### src/rtl/tvns_pkg.sv
// Shared types, constants and table functions of the trauma value noise shake block.
`timescale 1ns / 1ps
package tvns_pkg;

	localparam int TIME_INT_BITS_DEF = 32;
	localparam int CFG_IDX_W = 3;
	localparam int CFG_DATA_W = 32;

	localparam logic [1:0] OP_TICK = 2'd0;
	localparam logic [1:0] OP_ADD  = 2'd1;
	localparam logic [1:0] OP_SET  = 2'd2;

	localparam logic [CFG_IDX_W-1:0] REG_DECAY    = 3'd0;
	localparam logic [CFG_IDX_W-1:0] REG_EXPONENT = 3'd1;
	localparam logic [CFG_IDX_W-1:0] REG_FREQ     = 3'd2;
	localparam logic [CFG_IDX_W-1:0] REG_PEAK_X   = 3'd3;
	localparam logic [CFG_IDX_W-1:0] REG_PEAK_Y   = 3'd4;
	localparam logic [CFG_IDX_W-1:0] REG_PEAK_R   = 3'd5;
	localparam logic [CFG_IDX_W-1:0] REG_SEED     = 3'd6;

	localparam logic [31:0] HASH_IDX_MUL  = 32'd374761393;
	localparam logic [31:0] HASH_SEED_MUL = 32'd668265263;
	localparam logic [31:0] HASH_MIX_MUL  = 32'd1274126177;

	typedef enum logic [4:0] {
		CMD_NOP,
		CMD_CAPTURE,
		CMD_APPLY,
		CMD_DEC_MUL,
		CMD_ADVANCE,
		CMD_LOG_INIT,
		CMD_SQ_MUL,
		CMD_SQ_WB,
		CMD_EXP_MUL,
		CMD_EXP_WB,
		CMD_PW_MUL,
		CMD_PW_WB,
		CMD_PW_FIN,
		CMD_SHAKE_LIN,
		CMD_PH_MUL_LO,
		CMD_PH_WB_LO,
		CMD_PH_MUL_HI,
		CMD_PH_WB_HI,
		CMD_SS_MUL1,
		CMD_SS_WB1,
		CMD_SS_MUL2,
		CMD_SS_WB2,
		CMD_SEED_MUL,
		CMD_SEED_WB,
		CMD_IDX_MUL,
		CMD_IDX_WB,
		CMD_HASH_MUL,
		CMD_HASH_WB,
		CMD_NOISE_MUL,
		CMD_NOISE_WB,
		CMD_SHK_MUL,
		CMD_SHK_WB
	} cmd_code_t;

	typedef enum logic [1:0] {
		OUT_NONE,
		OUT_PEAK_MUL,
		OUT_PEAK_WB,
		OUT_EMIT
	} out_code_t;

	typedef struct packed {
		cmd_code_t   code;
		out_code_t   out_code;
		logic        zero_emit;
		logic [3:0]  cnt;
		logic        pt;
		logic [1:0]  axis;
	} cmd_t;

	typedef struct packed {
		logic [1:0] op;
		logic       trauma_zero;
		logic       exp_zero;
		logic       out_free;
	} status_t;

	typedef logic [15:0][31:0] root_tab_t;

	function automatic logic [63:0] isqrt64(input logic [63:0] n_in);
		logic [63:0] n;
		logic [63:0] res;
		logic [63:0] b;
		n = n_in;
		res = '0;
		b = 64'h4000_0000_0000_0000;
		for (int s = 0; s < 32; s++) begin
			if (n >= res + b) begin
				n = n - (res + b);
				res = (res >> 1) + b;
			end else begin
				res = res >> 1;
			end
			b = b >> 2;
		end
		return res;
	endfunction

	// Entry j holds 2^-(2^-(j+1)) in Q0.32.
	function automatic root_tab_t root_table();
		root_tab_t t;
		logic [63:0] r;
		r = 64'h8000_0000;
		for (int j = 0; j < 16; j++) begin
			r = isqrt64(r << 32);
			t[j] = r[31:0];
		end
		return t;
	endfunction

	localparam root_tab_t ROOT_TAB = root_table();

endpackage

### src/rtl/tvns_ctrl.sv
// Sequencer that steps the shared multiplier datapath through one item.
`timescale 1ns / 1ps
module tvns_ctrl (
	input  logic              clk,
	input  logic              arst_n,
	input  logic              item_valid,
	output logic              item_ready,
	input  tvns_pkg::status_t status,
	output tvns_pkg::cmd_t    cmd
);
	import tvns_pkg::*;

	typedef enum logic [5:0] {
		S_IDLE, S_APPLY, S_DEC_MUL, S_ADVANCE, S_BRANCH,
		S_LOG_INIT, S_SQ_MUL, S_SQ_WB, S_EXP_MUL, S_EXP_WB,
		S_PW_MUL, S_PW_WB, S_PW_FIN, S_SHAKE_LIN,
		S_PH_MUL_LO, S_PH_WB_LO, S_PH_MUL_HI, S_PH_WB_HI,
		S_SS_MUL1, S_SS_WB1, S_SS_MUL2, S_SS_WB2,
		S_SEED_MUL, S_SEED_WB, S_IDX_MUL, S_IDX_WB, S_HASH_MUL, S_HASH_WB,
		S_NOISE_MUL, S_NOISE_WB, S_SHK_MUL, S_SHK_WB, S_PEAK_MUL, S_PEAK_WB,
		S_EMIT, S_ZERO_EMIT
	} state_t;

	state_t     state_q;
	logic [3:0] cnt_q;
	logic       pt_q;
	logic [1:0] axis_q;

	assign item_ready = (state_q == S_IDLE);

	always_comb begin
		cmd.code      = CMD_NOP;
		cmd.out_code  = OUT_NONE;
		cmd.zero_emit = 1'b0;
		cmd.cnt       = cnt_q;
		cmd.pt        = pt_q;
		cmd.axis      = axis_q;
		unique case (state_q)
			S_IDLE:      if (item_valid) cmd.code = CMD_CAPTURE;
			S_APPLY:     cmd.code = CMD_APPLY;
			S_DEC_MUL:   cmd.code = CMD_DEC_MUL;
			S_ADVANCE:   cmd.code = CMD_ADVANCE;
			S_BRANCH:    cmd.code = CMD_NOP;
			S_LOG_INIT:  cmd.code = CMD_LOG_INIT;
			S_SQ_MUL:    cmd.code = CMD_SQ_MUL;
			S_SQ_WB:     cmd.code = CMD_SQ_WB;
			S_EXP_MUL:   cmd.code = CMD_EXP_MUL;
			S_EXP_WB:    cmd.code = CMD_EXP_WB;
			S_PW_MUL:    cmd.code = CMD_PW_MUL;
			S_PW_WB:     cmd.code = CMD_PW_WB;
			S_PW_FIN:    cmd.code = CMD_PW_FIN;
			S_SHAKE_LIN: cmd.code = CMD_SHAKE_LIN;
			S_PH_MUL_LO: cmd.code = CMD_PH_MUL_LO;
			S_PH_WB_LO:  cmd.code = CMD_PH_WB_LO;
			S_PH_MUL_HI: cmd.code = CMD_PH_MUL_HI;
			S_PH_WB_HI:  cmd.code = CMD_PH_WB_HI;
			S_SS_MUL1:   cmd.code = CMD_SS_MUL1;
			S_SS_WB1:    cmd.code = CMD_SS_WB1;
			S_SS_MUL2:   cmd.code = CMD_SS_MUL2;
			S_SS_WB2:    cmd.code = CMD_SS_WB2;
			S_SEED_MUL:  cmd.code = CMD_SEED_MUL;
			S_SEED_WB:   cmd.code = CMD_SEED_WB;
			S_IDX_MUL:   cmd.code = CMD_IDX_MUL;
			S_IDX_WB:    cmd.code = CMD_IDX_WB;
			S_HASH_MUL:  cmd.code = CMD_HASH_MUL;
			S_HASH_WB:   cmd.code = CMD_HASH_WB;
			S_NOISE_MUL: cmd.code = CMD_NOISE_MUL;
			S_NOISE_WB:  cmd.code = CMD_NOISE_WB;
			S_SHK_MUL:   cmd.code = CMD_SHK_MUL;
			S_SHK_WB:    cmd.code = CMD_SHK_WB;
			S_PEAK_MUL:  cmd.out_code = OUT_PEAK_MUL;
			S_PEAK_WB:   cmd.out_code = OUT_PEAK_WB;
			S_EMIT:      if (status.out_free) cmd.out_code = OUT_EMIT;
			S_ZERO_EMIT: begin
				if (status.out_free) begin
					cmd.out_code  = OUT_EMIT;
					cmd.zero_emit = 1'b1;
				end
			end
			default:     cmd.code = CMD_NOP;
		endcase
	end

	always_ff @(posedge clk or negedge arst_n) begin
		if (!arst_n) begin
			state_q <= S_IDLE;
			cnt_q   <= '0;
			pt_q    <= 1'b0;
			axis_q  <= '0;
		end else begin
			unique case (state_q)
				S_IDLE:      if (item_valid) state_q <= S_APPLY;
				S_APPLY:     state_q <= (status.op == OP_TICK) ? S_DEC_MUL : S_IDLE;
				S_DEC_MUL:   state_q <= S_ADVANCE;
				S_ADVANCE:   state_q <= S_BRANCH;
				S_BRANCH: begin
					priority if (status.trauma_zero) state_q <= S_ZERO_EMIT;
					else if (status.exp_zero)        state_q <= S_SHAKE_LIN;
					else                             state_q <= S_LOG_INIT;
				end
				S_LOG_INIT: begin
					cnt_q   <= '0;
					state_q <= S_SQ_MUL;
				end
				S_SQ_MUL:    state_q <= S_SQ_WB;
				S_SQ_WB: begin
					cnt_q   <= cnt_q + 4'd1;
					state_q <= (cnt_q == 4'd15) ? S_EXP_MUL : S_SQ_MUL;
				end
				S_EXP_MUL:   state_q <= S_EXP_WB;
				S_EXP_WB: begin
					cnt_q   <= '0;
					state_q <= S_PW_MUL;
				end
				S_PW_MUL:    state_q <= S_PW_WB;
				S_PW_WB: begin
					cnt_q   <= cnt_q + 4'd1;
					state_q <= (cnt_q == 4'd15) ? S_PW_FIN : S_PW_MUL;
				end
				S_PW_FIN:    state_q <= S_PH_MUL_LO;
				S_SHAKE_LIN: state_q <= S_PH_MUL_LO;
				S_PH_MUL_LO: state_q <= S_PH_WB_LO;
				S_PH_WB_LO:  state_q <= S_PH_MUL_HI;
				S_PH_MUL_HI: state_q <= S_PH_WB_HI;
				S_PH_WB_HI:  state_q <= S_SS_MUL1;
				S_SS_MUL1:   state_q <= S_SS_WB1;
				S_SS_WB1:    state_q <= S_SS_MUL2;
				S_SS_MUL2:   state_q <= S_SS_WB2;
				S_SS_WB2: begin
					axis_q  <= '0;
					state_q <= S_SEED_MUL;
				end
				S_SEED_MUL:  state_q <= S_SEED_WB;
				S_SEED_WB: begin
					pt_q    <= 1'b0;
					state_q <= S_IDX_MUL;
				end
				S_IDX_MUL:   state_q <= S_IDX_WB;
				S_IDX_WB:    state_q <= S_HASH_MUL;
				S_HASH_MUL:  state_q <= S_HASH_WB;
				S_HASH_WB: begin
					if (!pt_q) begin
						pt_q    <= 1'b1;
						state_q <= S_IDX_MUL;
					end else begin
						state_q <= S_NOISE_MUL;
					end
				end
				S_NOISE_MUL: state_q <= S_NOISE_WB;
				S_NOISE_WB:  state_q <= S_SHK_MUL;
				S_SHK_MUL:   state_q <= S_SHK_WB;
				S_SHK_WB:    state_q <= S_PEAK_MUL;
				S_PEAK_MUL:  state_q <= S_PEAK_WB;
				S_PEAK_WB: begin
					if (axis_q == 2'd2) begin
						state_q <= S_EMIT;
					end else begin
						axis_q  <= axis_q + 2'd1;
						state_q <= S_SEED_MUL;
					end
				end
				S_EMIT:      if (status.out_free) state_q <= S_IDLE;
				S_ZERO_EMIT: if (status.out_free) state_q <= S_IDLE;
				default:     state_q <= S_IDLE;
			endcase
		end
	end

endmodule

### config.mk
export PLATFORM = sky130hd
export DESIGN_NAME = tvns_ctrl
export DESIGN_NICKNAME = d
export VERILOG_FILES = /design/src/rtl/tvns_pkg.sv /design/src/rtl/tvns_ctrl.sv
export SDC_FILE = /design/constraint.sdc
export NUM_CORES = 1
export LEC_CHECK = 0
export ABC_CLOCK_PERIOD_IN_PS = 2200
export BUFFER_PORTS_ARGS = -buffer_cell sky130_fd_sc_hd__buf_2
export CORE_ASPECT_RATIO = 0.75
export CORE_UTILIZATION = 55
export CTS_BUF_LIST = sky130_fd_sc_hd__clkbuf_8
export DETAILED_ROUTE_END_ITERATION = 10
export PLACE_DENSITY = 0.8
export SLEW_MARGIN = 20
export SYNTH_ARGS = -nofsm -noshare
export SYNTH_HDL_FRONTEND = slang
export SYNTH_SLANG_ARGS = --single-unit
### constraint.sdc
create_clock -name clk -period 2.2 [get_ports clk]
set_input_delay 0 -clock clk [delete_from_list [all_inputs] [get_ports clk]]
set_output_delay 0 -clock clk [all_outputs]
set_load 0.01 [all_outputs]
==> results.md <==
Cells and area:
- 0 antenna diodes ended up in the layout.
- The final cell area excluding filler cells is 1360 um2.
- The share of final-layout standard cells stronger than drive strength 1 is around a quarter.
- The top cell types in the final layout, fill and taps aside, are sky130_fd_sc_hd__buf_2, sky130_fd_sc_hd__nor2_1, sky130_fd_sc_hd__nand2_1, sky130_fd_sc_hd__dfrtp_1.
- From synthesis to final layout, the design area changed by 16.6%.
- The leading cell type in the layout, fill and taps excluded is sky130_fd_sc_hd__buf_2.
- The number of fillers in the final layout is about 180.
- The number of nets in the layout is 184.
- The filler-free cell count of the finished design is 197.

Floorplanning:
- The area of the core region is 2000 um2.
- From bottom edge to top edge, the die measures 41.9 um.
- For this configuration, the core starts out at a cell density of 58.5%.
- The die covers 2310 um2.
- In this run the count of I/O pins placed on the die edge is 24.
- The die is 55.2 um wide.
- The number of placement rows is 14.

Synth:
- The share of synthesized flip-flops with an asynchronous set or reset is 100%.
- During synthesis, Yosys emitted a total of 0 warnings.
- For this run, the leading register cell type out of synthesis is sky130_fd_sc_hd__dfrtp_1.
- A synthesized cell averages 7.68 um2.
- Summing the sequential cell areas from Yosys gives between 20% and 30% of the chip area.
- The synthesized design spends more area on one cell type than any other, namely sky130_fd_sc_hd__dfrtp_1.
- The number of nets handed over by synthesis was 162.
- In the post-synthesis netlist, the biggest area contributors are sky130_fd_sc_hd__dfrtp_1, sky130_fd_sc_hd__a21oi_1, sky130_fd_sc_hd__o21ai_0, sky130_fd_sc_hd__nand2_1, sky130_fd_sc_hd__nor2_1.
- Counting flops with a built-in enable in the synthesized netlist gives 0.
- Yosys mapped the design onto 52 distinct sky130hd cell types.
- Synthesis produced a netlist whose cell count is 152.
- The synthesized design devotes to its leading area cell type 27.9% of total area.
- The number of flip-flops and latches in the synthesized netlist is 13.
- Summing every instance area after synthesis gives 1170 um2.

Timing:
- The transition at the pin with the smallest max-transition slack is 0.528 ns.
- The final-report hold violation count is 0.
- The portion of the clock cycle consumed by the worst path in the final layout is 83.3%.
- The final critical-path required period is 1.83 ns.
- The maximum operating frequency is 546 MHz.
- For the final database, setup skew stands at 0.00147 ns.
- In the final timing run, aggregate negative setup slack is 0 ns.
- The relative slew slack is 64.8%.
- Setup violations remaining at the end of the flow were counted as 0.
- The number of pins with negative max-slew slack in the final report was 0.
- Setup repair after global routing left no endpoint under its margin.

Setup path:
- The startpoint identified for the worst register-to-register timing path is state_q[1].
- The biggest fanout along the worst timing path is 15.
- The startpoint kind of the worst setup timing path is a register.
- The category of the most critical setup path is register to output port.
- The worst register-to-register path ends at state_q[1].
- Across all register-to-register paths, the minimum setup slack is 0.37 ns.
- The required time of the critical path is 2.20 ns.
- STA classifies the critical path endpoint as an output port.
- The count of cells along the worst register-to-register path is 5.
- At the worst endpoint, the arrival time is 1.83 ns.

Route:
- Dividing the detail-routed wire length by the instance count gives 16.1 um.
- The number of vias in the routed layout is 1273.
- The first detailed-routing pass ran for 4 iterations.
- The post-route DRC violation count is 0.
- The initial DRC count is 55.
- After detailed routing, the number of vias per cell comes to 6.46.
- In this run the remaining antenna-violating nets after routing total 0.
- The total routed wirelength is 3.16 mm.

Min path:
- The worst-case hold path end point is state_q[0].
- The worst hold path was traced through 2 stages.
- The min-delay analysis places its worst path in the category primary input to register.
- In this run the most critical hold path is launched from status[0].

GRT:
- In this run the most used layer during global routing was met1.
- Global routing consumed, on the met3 layer, under 10% of the routing resources.
- The first global-routing pass estimated 5.05 mm of wire.
- The largest net degree at the start of global routing is 22.
- Global routing finished with a remaining overflow of 0.
- For this run, global-route usage on met2 was measured as 41.7%.
- The number of global-route vias before repair is 1039.
- The number of antenna violations at the first check in global routing is 0.
- The overall global routing resource usage is 30.4%.
- The met1 capacity usage during global routing is around 45%.

CTS:
- After clock tree synthesis, the clock-pin slew on the worst setup and hold paths is 0.06 ns.
- Post-CTS timing repair inserted 0 buffers for setup.
- The post-cts sizing count is 0.
- The H-tree depth is 1.
- The cell at the root of the clock tree is sky130_fd_sc_hd__clkbuf_8.
- The maximum number of buffers from clock root to sink is 2.
- The count of hold-fix buffers inserted at cts is 1.
- Counting every sink on the clock net gives 13.
- The clock buffer count from CTS is 3.
- TritonCTS built the clock tree.
- For the worst-skew pair, the clock arrives at the later sink with an insertion delay of 0.25 ns.

Placed design:
- Summing all placed instances gives a cell area of 1310 um2.
- The instance count after placement with tap cells included is 192.
- At the end of routability-driven placement, the weighted congestion stood at 0.872.
- The count of input and output buffers is 23.
- Detailed placement finished with a half-perimeter wire length of 2.32 mm.

Status:
- The flow ran to the end, and the final reports show no timing, DRC or antenna violations.

Power and ir drop:
- Summed over all cells, the static leakage comes to 0.000618 uW.
- The worst supply voltage drop on vdd is 0.962 mV.
- The cell area power density is 1470 nW/um2.
- The sum of internal, switching and leakage power is 2000 uW.

Job:
- The number of maximum-capacitance constraint violations is 0.
cell usage after synthesis, drive strengths merged (2+ instances only):
master,number
o2bb2ai,2
or3,2
nand3,7
ha,2
nor4,2
or4b,2
nor2,13
o41ai,2
a21oi,10
dfrtp,13
nor3,3
nand2,13
buf,5
a22o,3
clkbuf,11
xnor2,2
nand2b,5
nor2b,3
a221oi,3
o211ai,2
inv,7
o221ai,2
and3b,2
or2,2
o21ai,12
metrics by stage:
stage                     worst slack, ns  utilization (%)  hold slack (ns)
final                               0.367             68.2           0.0153
after global routing                0.282             68.2           0.0177
after CTS                           0.407             68.2          0.00581
after detailed placement            0.421             65.4          -0.0912
after global placement              0.461             65.4          -0.0953
after floorplan                     0.530                -           -0.296
worst max path at each step:
stage,startpoint,end,depth (start not counted)
CTS,state_q[2],state_q[1],4
global placement,state_q[2],axis_q[1],3
detailed placement,state_q[2],state_q[1],4
global route,state_q[0],cmd[10],7
floorplan,state_q[2],axis_q[0],5
finish,state_q[1],cmd[12],6
per-layer routing:
layer,up-vias,part of all wire [%]
met5,-,0
met4,0,1.6
met3,6,8.6
met2,54,44
met1,605,45
li1,608,-
cells by family (layout without fill, tap and decap cells):
group	count (synthesis)	in the layout	share of synthesized area, %
buf+inv	23	44	8.68
compound gates	49	49	29.5
mux	1	1	0.857
flops	13	13	27.9
fa+ha+maj	2	2	2.14
simple gates	61	61	28.7
xor+xnor	3	3	2.25
worst max-delay path, cell delays in order, from the launching register on:
cell and delay, ns:
sky130_fd_sc_hd__dfrtp_1 0.67, sky130_fd_sc_hd__buf_4 0.26, sky130_fd_sc_hd__inv_1 0.12, sky130_fd_sc_hd__nor3_1 0.14, sky130_fd_sc_hd__o21ai_0 0.09, sky130_fd_sc_hd__a21oi_1 0.15
sky130_fd_sc_hd__buf_2 0.15
area by class of cell:
type	instances	area, um2	share of cell area, %
clock inverters	1	5.00	0.368
repair buffers	33	193	14.2
multi-input cells	116	741	54.4
inverters	7	26.3	1.93
flip-flops and latches	13	325	23.9
clock buffers	3	41.3	3.03
well taps	24	30.0	2.21
flip-flops by register name (all words and copies together) (netlist names):
register  cells
axis_q        2
cnt_q         4
pt_q          1
state_q       6
power breakdown:
part | total (uW) | internal (uW) | switching (uW)
logic | 1240 | 553 | 684
registers | 543 | 333 | 209
clock network | 221 | 125 | 95.1
Note: power is estimated with default switching activity, not from simulation.
